==> config.mk <==
export PLATFORM = sky130hd
export DESIGN_NAME = fsic_front_flat
export DESIGN_NICKNAME = d
export VERILOG_FILES = /design/src/rtl/fsic_pkg.sv /design/src/rtl/fsic_in_if.sv /design/src/rtl/fsic_front.sv /design/src/flat_wrapper.sv
export SDC_FILE = /design/constraint.sdc
export NUM_CORES = 1
export LEC_CHECK = 0
export CELL_PAD_IN_SITES_DETAIL_PLACEMENT = 2
export CELL_PAD_IN_SITES_GLOBAL_PLACEMENT = 2
export CORE_MARGIN = 3
export CORE_UTILIZATION = 33
export DETAILED_ROUTE_END_ITERATION = 8
export DONT_BUFFER_PORTS = 1
export PLACE_DENSITY = 0.95
export SLEW_MARGIN = 0
export SYNTH_ARGS = -nofsm -noshare
export SYNTH_HDL_FRONTEND = slang
export SYNTH_SLANG_ARGS = --single-unit
==> constraint.sdc <==
create_clock -name vclk -period 5
set_input_delay 0.75 -clock vclk [all_inputs]
set_output_delay 0.75 -clock vclk [all_outputs]
set_load 0.01 [all_outputs]
==> src/rtl/fsic_pkg.sv <==
`default_nettype none
// ----------------------------------------------------------------------------
// fsic_pkg
// Shared types and constants of the first-seen index compactor.
// ----------------------------------------------------------------------------
package fsic_pkg;

	localparam int SRC_W       = 16;
	localparam int LOCAL_W     = 12;
	localparam int POOL_W      = 13;
	localparam int CFG_W       = 13;
	localparam int POOL_CAP    = 4096;
	localparam int VERTEX_COUNT_RST = 4096;
	localparam int CLOSE_MIN   = 2;
	localparam int RING_W      = 2;
	localparam int QUEUE_DEPTH = 4;

	typedef struct packed {
		logic [SRC_W-1:0] source_index;
		logic             ring_last;
		logic             geometry_start;
		logic             out_of_bounds;
	} item_t;

	typedef struct packed {
		logic [LOCAL_W-1:0] local_index;
		logic               new_entry;
		logic [LOCAL_W-1:0] fetch_index;
		logic               ring_end;
		logic               error;
		logic [POOL_W-1:0]  pool_size;
	} result_t;

endpackage
`default_nettype wire

==> src/rtl/fsic_in_if.sv <==
`default_nettype none
// ----------------------------------------------------------------------------
// fsic_in_if
// Input channel: one source vertex index per transaction.
// ----------------------------------------------------------------------------
interface fsic_in_if;
	import fsic_pkg::*;

	logic             valid;
	logic             ready;
	logic [SRC_W-1:0] source_index;
	logic             ring_last;
	logic             geometry_start;

	modport source (output valid, output source_index, output ring_last,
		output geometry_start, input ready);
	modport sink (input valid, input source_index, input ring_last,
		input geometry_start, output ready);
endinterface
`default_nettype wire

==> src/rtl/fsic_front.sv <==
`default_nettype none
// ----------------------------------------------------------------------------
// fsic_front
// Accepts input transactions and tags each with its bounds check.
// ----------------------------------------------------------------------------
module fsic_front #(
	parameter int MAX_VERTICES = 4096
) (
	fsic_in_if.sink                    items,
	input  logic [fsic_pkg::CFG_W-1:0] vertex_count,
	input  logic                       q_full,
	output logic                       push_valid,
	output fsic_pkg::item_t            push_item
);
	import fsic_pkg::*;

	logic oob_count;
	logic oob_max;

	assign oob_count = items.source_index >= {{(SRC_W-CFG_W){1'b0}}, vertex_count};
	assign oob_max   = {1'b0, items.source_index} >= (SRC_W+1)'(MAX_VERTICES);

	assign items.ready = !q_full;
	assign push_valid  = items.valid && !q_full;

	assign push_item.source_index   = items.source_index;
	assign push_item.ring_last      = items.ring_last;
	assign push_item.geometry_start = items.geometry_start;
	assign push_item.out_of_bounds  = oob_count || oob_max;
endmodule
`default_nettype wire

==> src/flat_wrapper.sv <==
// flat-port wrapper written by rule: the top's interface ports become plain ports
module fsic_front_flat import fsic_pkg::*;
#(
	parameter int MAX_VERTICES = 4096
)
  (vertex_count, q_full, push_valid, push_item, items_valid, items_source_index, items_ring_last, items_geometry_start, items_ready);
  fsic_in_if items_i ();
  input  logic [fsic_pkg::CFG_W-1:0] vertex_count;
  input  logic q_full;
  output logic push_valid;
  output fsic_pkg::item_t push_item;
  input wire logic [$bits(items_i.valid)-1:0] items_valid;
  input wire logic [$bits(items_i.source_index)-1:0] items_source_index;
  input wire logic [$bits(items_i.ring_last)-1:0] items_ring_last;
  input wire logic [$bits(items_i.geometry_start)-1:0] items_geometry_start;
  output wire logic [$bits(items_i.ready)-1:0] items_ready;
  assign items_i.valid = items_valid;
  assign items_i.source_index = items_source_index;
  assign items_i.ring_last = items_ring_last;
  assign items_i.geometry_start = items_geometry_start;
  assign items_ready = items_i.ready;
  fsic_front #(.MAX_VERTICES(MAX_VERTICES)) u_core (.items(items_i), .vertex_count(vertex_count), .q_full(q_full), .push_valid(push_valid), .push_item(push_item));
endmodule
==> results by group, run 1 <==
Route
  – Routed vias/inst: 5.61
  – Routed WL per cell: 15.6 µm
  – Post-route ant nets: 0
  – DR vias: 342
  – DR pass1 iterations: 1
  – DRC Markers: 0
  – Final wirelength: 949 µm
  – 1st-iter DRT viols: 0

Floorplan
  – Io pins: 54
  – Initial Util: 0.364
  – Core Area: 1350 µm²
  – Chip height: 44.6 µm
  – Die span in x: 44.6 µm
  – Die area: 1990 µm²
  – # rows: 13

Global routing
  – Overall Global Routing Usage: 0.100
  – Number of global-route vias before repair: 396
  – Congestion Overflow GR: 0
  – Initial antenna violation count: 0
  – Global-route wire length before repair: 1550 µm
  – Pin count of the biggest net entering global routing: 4

Finish
  – Reg area: 0 µm²
  – N_diodes: 0
  – Seq Cell Count: 0
  – Post-layout util: 0.278
  – # fillers: 177
  – Final net count: 94
  – Clkbuf count: 0
  – Synth-to-Final Area Change: -23.7%
  – Layout cells sized above 1: 0.0435

STA
  – Max-slew violation count: 0
  – Setup TNS: 0 ns
  – Final worst slack: 2.12 ns
  – Max transition margin: 0.817
  – Fmax: 0.347 GHz
  – Worst-Margin Slew: 0.271 ns
  – Endpoints failing setup: 0
  – RSZ-0062 raised after global routing: no
  – Tmin final: 2.88 ns
  – Final Cycle Share: 0.576
  – Final Hold Vio Count: 0

Worst setup path
  – Critical-path maximum fanout: 2
  – Crit path capture type: output port
  – Worst Path Arrival: 2.13 ns
  – Worst Path Required: 4.25 ns
  – Critical path class: in2out
  – Slowest cell on the critical path: o41ai_1
  – Worst path bufs/invs: 1
  – CP top delay family: compound AO/OA/AOI/OAI gates
  – CP max stage delay: 0.34 ns
  – Worst setup SP type: input pin
  – Cells along the critical path: inv_1 > ha_1 > nand2b_4 > a2111oi_4 > nor4_1 > o41ai_1 > nand3_1

Status
  – Status: finished, final reports clean

Min path
  – Hold EP: push_item[10]
  – HP Start: items_source_index[7]
  – Path category of the worst min-delay check: in2out
  – Hold Path Depth: 0

Place
  – RePlAce Congestion: 0.675
  – Post-Place Setup Slack: 2.08 ns
  – DP HPWL: 963 µm
  – Input/output buffers: 0

CTS
  – Post-CTS Setup Repair Bufs: 0
  – CTS Hold Bufs: 0
  – Resized cells post-CTS: 0

Power
  – Cell Pwr Density: 70.9 nW/µm²
  – Peak supply drop: 0.0143 mV
  – P_leak: 0.000214 µW

Flow run
  – Max-cap violations: 0

Yosys
  – Warnings, synthesis: 0
  – Sequential-to-total area share from yosys stat: 0
  – Cell count after synthesis: 64
  – Synth Area per Inst: 7.68 µm²
  – Syn Nets: 110
  – Synthesized area: 492 µm²
  – Unique cell type count in the Yosys netlist: 16
==> cell usage in the layout (no fill, tap or decap) <==
| cell | Yosys | layout |
|---|---|---|
| inv_1 | 14 | 14 |
| ha_1 | 13 | 13 |
| nand4_1 | 3 | 3 |
| a21oi_1 | 3 | 3 |
| nor2_1 | 2 | 2 |
| nand3_1 | 2 | 2 |
| nor3_1 | 1 | 1 |
| nand2b_4 | 1 | 1 |
| a2111oi_4 | 1 | 1 |
| o21a_1 | 1 | 1 |
| nor4_1 | 1 | 1 |
| a21boi_0 | 1 | 1 |
| a21o_1 | 1 | 1 |
| o41ai_1 | 1 | 1 |
| nor2b_1 | 1 | 1 |
==> worst max-delay path by stage <==
stage	startpoint	to	slack [ns]	cells after the start
finish	items_source_index[0]	push_item[0]	2.12	7
global route	items_source_index[0]	push_item[0]	2.01	7
CTS	items_source_index[0]	push_item[0]	2.08	7
detailed placement	items_source_index[0]	push_item[0]	2.08	7
global placement	items_source_index[0]	push_item[0]	2.06	7
floorplan	items_source_index[0]	push_item[0]	2.18	7
==> per-stage QoR <==
step	total power, µW	hold WS [ns]	cell area [µm²]	cells
floorplan	36.9	1.54	492	64
detailed placement	27.5	1.50	375	61
finish	26.6	1.50	375	61
global route	31.0	1.50	375	61
CTS	27.7	1.50	375	61
global placement	25.4	1.50	375	61
==> cell usage after synthesis <==
master | n | area (µm²)
buf_4 | 18 | 135
inv_1 | 14 | 52.6
ha_1 | 13 | 163
a21oi_1 | 3 | 15.0
nand4_1 | 3 | 18.8
nand3_1 | 2 | 10.0
nor2_1 | 2 | 7.51
a2111oi_4 | 1 | 27.5
a21boi_0 | 1 | 7.51
a21o_1 | 1 | 7.51
nand2b_4 | 1 | 13.8
nor2b_1 | 1 | 6.26
nor3_1 | 1 | 5.00
nor4_1 | 1 | 6.26
o21a_1 | 1 | 7.51
o41ai_1 | 1 | 8.76
==> cell families after synthesis <==
| group | Yosys count | share of synthesized area |
|---|---|---|
| AO/OA/AOI/OAI | 8 | 0.150 |
| adder cells (fa/ha/maj) | 13 | 0.331 |
| AND/OR/NAND/NOR | 11 | 0.137 |
| buffers and inverters | 32 | 0.382 |
==> report_power, final <==
group / total [µW] / switching, µW / internal, µW
Sequential: 0 / 0 / 0
Clock: 0 / 0 / 0
Combinational: 26.6 / 13.3 / 13.3
Total: 26.6 / 13.3 / 13.3
==> per-layer routing <==
layer  routed length, µm  share of wire  vias to the layer above  track usage
li1                    -              -                      160            -
met1                 291           0.31                      162       0.0810
met2                 590           0.62                       20        0.238
met3                  68          0.072                        0       0.0203
met4                   0              0                        0            0
met5                   0              0                        -            0
==> cell type report <==
cell class,instances,area [µm²],area share
multi-input cells,32,304,0.810
inverters,14,52.6,0.140
well taps,15,18.8,0.0500
No activity file was read; power rests on OpenSTA's default activity.
==> run 2: changes to the inputs <==
- CORE_ASPECT_RATIO: not set -> 1.2
- CORE_UTILIZATION: 33 -> 31
- PLACE_DENSITY: 0.95 -> 0.9
- clock period: 5 -> 2.9 ns (I/O delays scaled with it)
==> results by group, run 2 (synthesis gave the netlist of run 1 again) <==
Power
  – Pint: 23.0 µW (+73%)
  – Switching pwr: 23.1 µW (+73%)
  – Logic pwr share: 1.000 (about the same)
  – Cell Pwr Density: 122 nW/µm² (+72%)
  – Sw Ratio: 0.501 (+0.000876)
  – Sequential Power Share: 0 (unchanged)
  – Peak supply drop: 0.0269 mV (+89%)
  – Clock power share: 0 (unchanged)
  – Final Power: 46.1 µW (+73%)
  – P_leak: 0.000214 µW (unchanged)

Finish
  – Layout cells sized above 1: 0.0435 (unchanged)
  – Seq Cell Count: 0 (unchanged)
  – Reg area: 0 µm² (unchanged)
  – Final net count: 94 (unchanged)
  – Clkbuf count: 0 (unchanged)
  – N_diodes: 0 (unchanged)
  – Final instance area: 378 µm² (+0.67%)
  – Synth-to-Final Area Change: -23.2%
  – Multi-input logic area: 304 µm² (unchanged)
  – Most frequent cells in the layout: inv_1 (14), ha_1 (13), nand4_1 (3), a21oi_1 (3)
  – # fillers: 185 (+4.5%)
  – Commonest non-fill, non-tap cell in the layout: inv_1

Min path
  – Path category of the worst min-delay check: in2out
  – HP Start: items_source_index[10]
  – Hold EP: push_item[13]
  – Hold Path Depth: 0 (unchanged)

Worst setup path
  – Critical path class: in2out
  – Crit path capture type: output port
  – Critical-path maximum fanout: 2 (unchanged)
  – Worst setup SP type: input pin
  – Worst Path Arrival: 1.88 ns (-0.25 ns)
  – Worst Path Required: 2.47 ns (-1.78 ns)

Floorplan
  – Initial Util: 0.336 (-0.0283)
  – Io pins: 54 (unchanged)
  – Chip height: 49.6 µm (+11%)
  – Die span in x: 42.4 µm (-5.0%)
  – # rows: 15 (+2)
  – Die area: 2100 µm² (+5.7%)
  – Core Area: 1460 µm² (+8.4%)

Status
  – Status: finished, final reports clean

STA
  – Max-slew violation count: 0 (unchanged)
  – Tmin final: 2.31 ns
  – Endpoints failing setup: 0 (unchanged)
  – Max transition margin: 0.793 (-0.0243)
  – Fmax: 0.433 GHz
  – Setup TNS: 0 ns (unchanged)
  – Worst-Margin Slew: 0.307 ns (+0.0359 ns)
  – Final Cycle Share: 0.797
  – Final Hold Vio Count: 0 (unchanged)
  – RSZ-0062 raised after global routing: no

Place
  – RePlAce Congestion: 0.630 (-6.6%)
  – DP Area: 378 µm² (+0.67%)
  – Input/output buffers: 0 (unchanged)

CTS
  – CTS Hold Bufs: 0 (unchanged)
  – Post-CTS Setup Repair Bufs: 0 (unchanged)
  – Resized cells post-CTS: 0 (unchanged)

Route
  – DRC Markers: 0 (unchanged)
  – Final wirelength: 921 µm (-3.0%)
  – Routed WL per cell: 14.6 µm (-6.0%)
  – DR vias: 340 (-0.58%)
  – DR pass1 iterations: 1 (unchanged)
  – Top sig layer: met3
  – 1st-iter DRT viols: 0 (unchanged)
  – Met1 wire length: 283 µm (-2.7%)
  – Post-route ant nets: 0 (unchanged)
  – DR WL met2: 547 µm (-7.3%)
  – Routed vias/inst: 5.40 (-3.7%)
  – Routed met3 length: 90 µm (+32%)

Global routing
  – Number of global-route vias before repair: 329 (-17%)
  – Congestion Overflow GR: 0 (unchanged)
  – Global-route wire length before repair: 1360 µm (-12%)
  – Overall Global Routing Usage: 0.0782 (-0.0222)
  – Pin count of the biggest net entering global routing: 4 (unchanged)
  – Initial antenna violation count: 0 (unchanged)

Flow run
  – Max-cap violations: 0 (unchanged)
==> run 2: cell counts in the layout (fill, tap and decap cells not counted) <==
No cell type changed its count.
==> run 2: cell type report <==
class | instances | share of cell area
Multi-Input combinational cell | 32 | 0.805
Tap cell | 17 | 0.0563
Inverter | 14 | 0.139
==> run 2: power by group through the flow <==
stage | combinational (µW) | clock (µW) | sequential (µW)
after global routing | 54.0 | 0 | 0
after CTS | 48.1 | 0 | 0
after detailed placement | 47.8 | 0 | 0
final | 46.1 | 0 | 0
after floorplan | 63.6 | 0 | 0
after global placement | 44.0 | 0 | 0
==> run 2: per-layer routing <==
layer  GRT usage  vias to the layer above
li1            -                      160
met1      0.0804                      160
met2       0.165                       20
met3      0.0109                        0
met4     0.00518                        0
met5           0                        -
==> run 2: metrics by stage <==
stage	instances	hold WS [ns]	utilization	setup slack (ns)
3_5_place_dp	63	0.870	0.258	0.551
4_1_cts	63	0.870	0.258	0.551
5_1_grt	63	0.870	0.258	0.449
3_3_place_gp	63	0.870	0.258	0.573
2_1_floorplan	64	0.914	-	0.715
6_report	63	0.870	0.258	0.588
==> run 2: how the worst max path moves through the flow <==
| stage | slack [ns] | endpoint | start |
|---|---|---|---|
| after global routing | 0.45 | push_item[0] | items_source_index[0] |
| after global placement | 0.57 | push_item[0] | items_source_index[0] |
| after detailed placement | 0.55 | push_item[0] | items_source_index[0] |
| after floorplan | 0.71 | push_item[0] | items_source_index[0] |
| after CTS | 0.55 | push_item[0] | items_source_index[0] |
| final | 0.59 | push_item[0] | items_source_index[0] |
==> run 2: worst max-delay path: stages <==
cell and delay (ns):
inv_1 0.02, ha_1 0.29, nand2b_4 0.15, a2111oi_4 0.34, nor4_1 0.08, o41ai_1 0.37, nand3_1 0.19
