===== src/rtl/fsic_pkg.sv =====
`default_nettype none
// ----------------------------------------------------------------------------
// fsic_pkg
// Shared types and constants of the first-seen index compactor.
// ----------------------------------------------------------------------------
package fsic_pkg;

	localparam int SRC_W       = 16;
	localparam int LOCAL_W     = 12;
	localparam int POOL_W      = 13;
	localparam int CFG_W       = 13;
	localparam int POOL_CAP    = 4096;
	localparam int VERTEX_COUNT_RST = 4096;
	localparam int CLOSE_MIN   = 2;
	localparam int RING_W      = 2;
	localparam int QUEUE_DEPTH = 4;

	typedef struct packed {
		logic [SRC_W-1:0] source_index;
		logic             ring_last;
		logic             geometry_start;
		logic             out_of_bounds;
	} item_t;

	typedef struct packed {
		logic [LOCAL_W-1:0] local_index;
		logic               new_entry;
		logic [LOCAL_W-1:0] fetch_index;
		logic               ring_end;
		logic               error;
		logic [POOL_W-1:0]  pool_size;
	} result_t;

endpackage
`default_nettype wire


===== src/rtl/fsic_queue.sv =====
`default_nettype none
// ----------------------------------------------------------------------------
// fsic_queue
// Short FIFO between the front and the back end.
// ----------------------------------------------------------------------------
module fsic_queue (
	input  logic            clk,
	input  logic            arst_n,
	input  logic            push_valid,
	input  fsic_pkg::item_t push_item,
	output logic            full,
	output logic            pop_valid,
	output fsic_pkg::item_t pop_item,
	input  logic            pop_ready
);
	import fsic_pkg::*;

	localparam int PTR_W = $clog2(QUEUE_DEPTH);
	localparam int CNT_W = $clog2(QUEUE_DEPTH + 1);

	item_t            slot_q [QUEUE_DEPTH];
	logic [PTR_W-1:0] wr_ptr_q;
	logic [PTR_W-1:0] rd_ptr_q;
	logic [CNT_W-1:0] count_q;
	logic             do_push;
	logic             do_pop;

	assign full      = count_q == CNT_W'(QUEUE_DEPTH);
	assign pop_valid = count_q != '0;
	assign pop_item  = slot_q[rd_ptr_q];
	assign do_push   = push_valid && !full;
	assign do_pop    = pop_valid && pop_ready;

	always_ff @(posedge clk) begin
		if (do_push) begin
			slot_q[wr_ptr_q] <= push_item;
		end
	end

	always_ff @(posedge clk or negedge arst_n) begin
		if (!arst_n) begin
			wr_ptr_q <= '0;
			rd_ptr_q <= '0;
			count_q  <= '0;
		end else begin
			if (do_push) begin
				wr_ptr_q <= wr_ptr_q + PTR_W'(1);
			end
			if (do_pop) begin
				rd_ptr_q <= rd_ptr_q + PTR_W'(1);
			end
			if (do_push && !do_pop) begin
				count_q <= count_q + CNT_W'(1);
			end else if (do_pop && !do_push) begin
				count_q <= count_q - CNT_W'(1);
			end
		end
	end
endmodule
`default_nettype wire


===== config.mk =====
export PLATFORM = sky130hd
export DESIGN_NAME = fsic_queue
export DESIGN_NICKNAME = d
export VERILOG_FILES = /design/src/rtl/fsic_pkg.sv /design/src/rtl/fsic_queue.sv
export SDC_FILE = /design/constraint.sdc
export NUM_CORES = 1
export LEC_CHECK = 0
export ABC_AREA = 0
export BUFFER_PORTS_ARGS = -buffer_cell sky130_fd_sc_hd__buf_2
export CAP_MARGIN = 25
export CELL_PAD_IN_SITES_DETAIL_PLACEMENT = 0
export CELL_PAD_IN_SITES_GLOBAL_PLACEMENT = 1
export CORE_ASPECT_RATIO = 2
export CORE_UTILIZATION = 53
export CTS_CLUSTER_DIAMETER = 100
export CTS_CLUSTER_SIZE = 20
export DETAILED_ROUTE_END_ITERATION = 8
export PLACE_DENSITY = 0.83
export SYNTH_ARGS = -nofsm -noshare
export SYNTH_HDL_FRONTEND = slang
export SYNTH_SLANG_ARGS = --single-unit

===== constraint.sdc =====
create_clock -name clk -period 4.6 [get_ports clk]
set_clock_uncertainty 0.05 [all_clocks]
set_input_delay 0.92 -clock clk [delete_from_list [all_inputs] [get_ports clk]]
set_output_delay 0.92 -clock clk [all_outputs]
set_load 0.005 [all_outputs]

==> run summary, run 1 <==
Peak VDD IR: 0.464 mV
R2r startpoint: count_q[0]
Status: finished, violations left
First-pass GRT wire length: 7960 um
RSZ-0062 raised after global routing: no
Worst path top cell family by delay: flip-flops
Post_cts resized: 0
CTS sink cnt: 83
Combinational share of power: 26.1%
GRT Overall Usage: 18.3%
Port bufs: 43
Sequential power share: 46.1%
Slew Limit Headroom: 37.8%
CP Cell Sequence: mux4_2, buf_2
Final Hold Vio Count: 0
Synth unique cells: 21
Vias in the first global route: 1584
Clk Latency, worst-skew pair: 0.33 ns
Syn nets: 163
Longest Clk Path Bufs: 2
CTS Hold Bufs: 0
CTS buffer count: 9
Max incr delay on CP: 0.95 ns
Initial antenna violation count: 0
# H-tree levels: 3
Fmax achieved: 353 MHz
Worst hold slack: 0.369 ns
Worst-Margin Slew: 0.933 ns
Hpwl dp: 3350 um
Buf/Inv on CP: 1
CP max-delay cell: dfrtp_1
Synth Flop Type: edfxtp_1
Number of inserted diodes: 0
Reg clk slew, reported paths: 0.05 ns
Critical Path Sink Type: output pin
Drt wl/cell: 19.9 um
Final setup viols: 0
Sequential area share after synthesis: 77.4%
Post-DRT Antenna Nets: 0
Period utilization: 61.5%
Min-delay worst type: input port to async pin
DR vias/cell: 5.66
Die W: 56.7 um
Max-slew violations: 0
Yosys top cell by area: edfxtp_1
Async SR Flop Fraction: 8.43%
Core box area: 0.00576 mm2
Leakage: 1.34 nW
Detailed Routing Iterations Pass 1: 6
Residual DRC: 8
Drt initial violations: 85
Most frequent cell after synthesis: edfxtp_1
Postcts setup bufs: 0
Clock power frac: 27.8%
Switching Fraction: 26.6%
Crit path arrival time: 1.86 ns
Boundary Pins: 44
Vias: 1415
Critical Path RT: 3.63 ns
Sw Pwr: 641 uW
Layout cells sized above 1: 45.5%
Post-synth EDFFs: 76
Root buffer cell: clkbuf_16
Die H: 111 um
Synth warnings: 0
Failing checks: DRC
Die area: 0.00632 mm2
Min cycle time layout: 2.83 ns
Cell area after synthesis: 0.00317 mm2
Power Density: 647 mW/mm2
Gpl congestion: 0.642
FP Rows: 39
Crit Path Class: flop to output pin
CTS tree: done
Syn Inst Count: 134
Yosys top cell area share: 71.9%
Synth top cells by count: edfxtp_1 (76), mux4_2 (19), dfrtp_1 (7)
Nets@finish: 213
Synthesis-to-layout area growth: 17.3%
Worst Path Max Fanout: 20
Post-synthesis register bit count: 83
Largest net degree at the start of global routing: 21
Max cap viols: 0
Fin Setup TNS: 0 ns
Mapped Avg Cell Area: 23.7 um2
Top post-synthesis cells by area: edfxtp_1 (72%), mux4_2 (13%), dfrtp_1 (5.5%)
Overflow after GRT: 0
Power Internal: 1.77 mW
Initial Util: 55.1%
Final WL: 4970 um
R2r setup slk: 2.41 ns
Worst setup SP type: flop
RR Endpoint: count_q[2]
Reg2reg path depth: 8
placed cells by master (no fill, tap or decap):
cell        count
nor3b_4         1
buf_2          43
mux4_2         19
nand3_1         1
ha_1            5
bufinv_16       1
or3_4           1
mux2_2          1
nor2b_2         1
fa_1            1
dfrtp_1         7
xor2_1          2
inv_1           3
xnor2_1         4
edfxtp_1       76
clkinv_1        1
clkbuf_1        1
clkbuf_16       9
nor2_1          1
clkinvlp_4      1
clkinv_2        3
mux2_4          1
buf_4           1
and2_2          4
nand2_1         1
how the worst max path moves through the flow:
stage | endpoint | start | depth (start not counted) | slack (ns)
after floorplan | count_q[1] | push_valid | 6 | 2.33
after global placement | pop_item[2] | rd_ptr_q[1] | 2 | 2.13
after detailed placement | pop_item[1] | rd_ptr_q[1] | 2 | 2.06
after CTS | pop_item[1] | rd_ptr_q[1] | 2 | 1.70
after global routing | pop_item[0] | rd_ptr_q[1] | 2 | 1.69
final | pop_item[1] | rd_ptr_q[1] | 2 | 1.77
worst reg2reg max path, stage by stage (launching register included):
cell	delay, ns
dfrtp_1	0.46
or3_4	0.42
nand2_1	0.13
ha_1	0.21
inv_1	0.06
fa_1	0.37
xor2_1	0.15
nor2_1	0.12
xor2_1	0.15
stage by stage:
stage	power (mW)	worst slack, ns	std cells	util [%]	cell area [um2]
floorplan	1.54	2.33	134	-	3170
global placement	1.73	2.13	234	59.7	3440
detailed placement	1.78	2.06	234	59.7	3440
CTS	2.45	1.70	250	64.7	3720
global route	2.54	1.69	250	64.7	3720
finish	2.41	1.77	250	64.7	3720
routing by layer:
layer | routed length, um | track usage [%]
met5 | 0 | 0
met4 | 108 | 9.33
met3 | 216 | 6.50
met2 | 2900 | 31.6
met1 | 1750 | 19.0
cell families (layout without fill, tap and decap cells):
family                     count (synthesis)  after routing  synth area share, %
muxes                                     21             21                 14.3
DFF                                       83             83                 77.4
buffers and inverters                      8             63                 1.46
adders and majority gates                  6              6                 2.60
and+or+nand+nor                           10             10                 2.56
xor gates and xnor gates                   6              6                 1.66
final cells by class:
class,count,area (um2)
Sequential cell,83,2460
Fill cell,396,2030
Multi-Input combinational cell,43,671
Clock buffer,10,229
Timing Repair Buffer,44,223
Tap cell,61,76.3
Clock inverter,6,56.3
Inverter,3,11.3
state kept, by name, summed over array words and instances (netlist names):
register,flops
rd_ptr_q,2
count_q,3
slot_q,76
wr_ptr_q,2
power by group through the flow:
stage / Sequential [mW] / Combinational (mW) / Clock (mW)
2_1_floorplan: 1.07 / 0.471 / 0
3_3_place_gp: 1.11 / 0.620 / 0
3_5_place_dp: 1.13 / 0.649 / 0
4_1_cts: 1.12 / 0.650 / 0.686
5_1_grt: 1.13 / 0.689 / 0.721
6_report: 1.11 / 0.629 / 0.671
Note: power is estimated with default switching activity, not from simulation.
==> run 2, diff against run 1 <==
Settings changed: ABC_AREA 0 to 1, CORE_UTILIZATION 53 to 46, PLACE_DENSITY 0.83 to 0.78.
Clock period 4.6 ns to 2.9 ns, I/O delays scaled along.
==> run 2 against run 1 <==
Effect of this change:
- critical path type unchanged
- utilization decreased by 9.5 points
- sequential cell count unchanged
- the run now ends clean
- final cell count increased by 72%
- worst hold slack got worse by 0.34 ns
- total power increased by 70%
- area after synthesis increased by 12%
- via count increased by 48%
- non-clock buffer count increased by 8
- sequential share of layout area decreased by 6.9 points
==> run summary, run 2 <==
Synth warnings: 0 (unchanged)
Initial Util: 47.1% (-8.0 points)
Reg2reg path depth: 9 (+1)
Period utilization: 81.3%
Largest Register: slot_q
Post-synth EDFFs: 76 (unchanged)
Synthesis-to-layout area growth: 17.1%
Max reg flops: 76 (unchanged)
Syn Inst Count: 282 (+110%)
Detailed Routing Iterations Pass 1: 4 (-2)
Async SR Flop Fraction: 8.43% (unchanged)
Gpl congestion: 0.750 (+17%)
Filler cells: 677 (+71%)
Worst setup SP type: flop
Crit path arrival time: 1.73 ns (-0.13 ns)
# H-tree levels: 3 (unchanged)
RSZ-0062 raised after global routing: no
Synth top cells by count: edfxtp_1 (76), nand2_1 (75), inv_1 (50)
Final Hold Vio Count: 0 (unchanged)
Fin Setup TNS: 0 ns (unchanged)
Post-Layout Cell Count: 431 (+72%)
Postcts setup bufs: 0 (unchanged)
Post_cts resized: 0 (unchanged)
Max cap viols: 0 (unchanged)
Die W: 64.2 um (+13%)
DR vias/cell: 4.87 (-14%)
Min-delay worst type: input port to async pin
Finished Core Util: 55.1% (-9.5 points)
Drt initial violations: 53 (-38%)
Drt wl/cell: 14.1 um (-29%)
Hpwl dp: 4010 um (+20%)
Final setup viols: 0 (unchanged)
Vias: 2100 (+48%)
Top flop regs: slot_q: 76 flops, count_q: 3 flops
Critical Path RT: 2.27 ns (-1.36 ns)
Mapped Avg Cell Area: 12.6 um2 (-47%)
Clk Latency, worst-skew pair: 0.32 ns (about the same)
Die H: 126 um (+13%)
Synth unique cells: 18 (-14%)
Routed wl met2: 3420 um (+18%)
WL met1: 2320 um (+33%)
Min cycle time layout: 2.36 ns
Sequential area share after synthesis: 69.2% (-8.3 points)
Vias in the first global route: 2083 (+32%)
Worst Path Max Fanout: 36 (+80%)
First-pass GRT wire length: 9850 um (+24%)
Final WL: 6060 um (+22%)
Number of inserted diodes: 0 (unchanged)
Port bufs: 43 (unchanged)
Overflow after GRT: 0 (unchanged)
R2r startpoint: count_q[0]
Residual DRC: 0 (-8)
Worst-Margin Slew: 0.522 ns (-0.411 ns)
Syn nets: 311 (+91%)
Nets@finish: 362 (+70%)
Most frequent cells in the layout: edfxtp_1 (76), nand2_1 (75), inv_1 (50)
Slew Limit Headroom: 65.2% (+27 points)
Power Density: 984 mW/mm2 (+52%)
Crit Path Class: flop to output pin
Core box area: 0.00754 mm2 (+31%)
Top post-synthesis cells by area: edfxtp_1 (64%), nand2_1 (7.9%), o211ai_2 (6.7%)
Yosys top cell area share: 64.2% (-7.7 points)
Crit. Startpoint: rd_ptr_q[0]
Yosys top cell by area: edfxtp_1
Max-slew violations: 0 (unchanged)
CTS buffer count: 9 (unchanged)
CTS tree: done
Boundary Pins: 44 (unchanged)
Largest net degree at the start of global routing: 37 (+76%)
Uppermost layer routed: met4
DP Cell Count: 416 (+78%)
Longest Clk Path Bufs: 2 (unchanged)
FP Rows: 45 (+15%)
CTS sink cnt: 83 (unchanged)
Most frequent cell after synthesis: edfxtp_1
Fmax achieved: 424 MHz
Met3 wire length: 179 um (-17%)
Cell area after synthesis: 0.00355 mm2 (+12%)
Synth Flop Type: edfxtp_1
Peak VDD IR: 0.545 mV (+17%)
Die area: 0.00810 mm2 (+28%)
Initial antenna violation count: 0 (unchanged)
Layout cells sized above 1: 26.7% (-19 points)
Post-synthesis register bit count: 83 (unchanged)
Commonest non-fill, non-tap cell in the layout: edfxtp_1
Root buffer cell: clkbuf_16
GRT Overall Usage: 16.8% (-1.4 points)
Leakage: 1.79 nW (+34%)
Reg clk slew, reported paths: 0.05 ns (about the same)
Critical Path Sink Type: output pin
Post-DRT Antenna Nets: 0 (unchanged)
Status: completed
CTS Hold Bufs: 0 (unchanged)
[run 2: per-layer routing]
layer / track usage (%) / vias up
li1: - / 1058
met1: 17.2 / 1004
met2: 31.2 / 30
met3: 3.15 / 8
met4: 9.54 / 0
met5: 0 / -
[run 2: cells by family (layout without fill, tap and decap cells)]
family                     Yosys count  after routing  share of synthesized area, %
xor gates and xnor gates             1              1                         0.247
and+or+nand+nor                     87             87                          9.51
buffers and inverters               66            121                          7.92
AOI/OAI and AO/OA                   39             39                          10.8
DFF                                 83             83                          69.2
adders and majority gates            6              6                          2.32
[run 2: layout make-up]
class	count	area (um2)	share of cell area [%]
Clock buffer	10	229	5.50
Clock inverter	5	21.3	0.511
Inverter	54	203	4.87
Multi-Input combinational cell	133	825	19.8
Sequential cell	83	2460	59.1
Tap cell	94	118	2.83
Timing Repair Buffer	52	308	7.40
[run 2: stage by stage]
| stage | hold slack (ns) | setup WS, ns | cell area [um2] | power, mW |
|---|---|---|---|---|
| floorplan | 0.234 | 0.912 | 3550 | 2.68 |
| finish | 0.0302 | 0.542 | 4160 | 4.09 |
| CTS | 0.0333 | 0.519 | 4160 | 4.15 |
| global route | 0.0303 | 0.420 | 4160 | 4.39 |
| detailed placement | 0.382 | 0.853 | 3910 | 3.20 |
| global placement | 0.373 | 0.887 | 3910 | 3.17 |
[run 2: critical path, cell delays in order, from the launching register on]
cell,delay [ns]
dfrtp_1,0.41
inv_2,0.34
buf_12,0.26
nand2_1,0.08
o211ai_1,0.08
nand2_1,0.09
buf_2,0.13
[run 2: path summary, 6_finish.rpt]
check,endpoint,slack [ns]
worst min register to register,count_q[2],0.47
worst min-delay path,count_q[0],0.03
worst max register to register,count_q[1],0.91
max in group asynchronous,rd_ptr_q[0],2.61
worst max-delay path,pop_item[5],0.54
min in group clk,slot_q[1][0],0.41
[run 2: power by group]
| group | leakage (nW) | switching (mW) | internal [mW] |
|---|---|---|---|
| registers | 0.781 | 0.102 | 1.59 |
| clock network | 0.125 | 0.389 | 0.562 |
| logic | 0.886 | 0.882 | 0.570 |
| total | 1.79 | 1.37 | 2.72 |
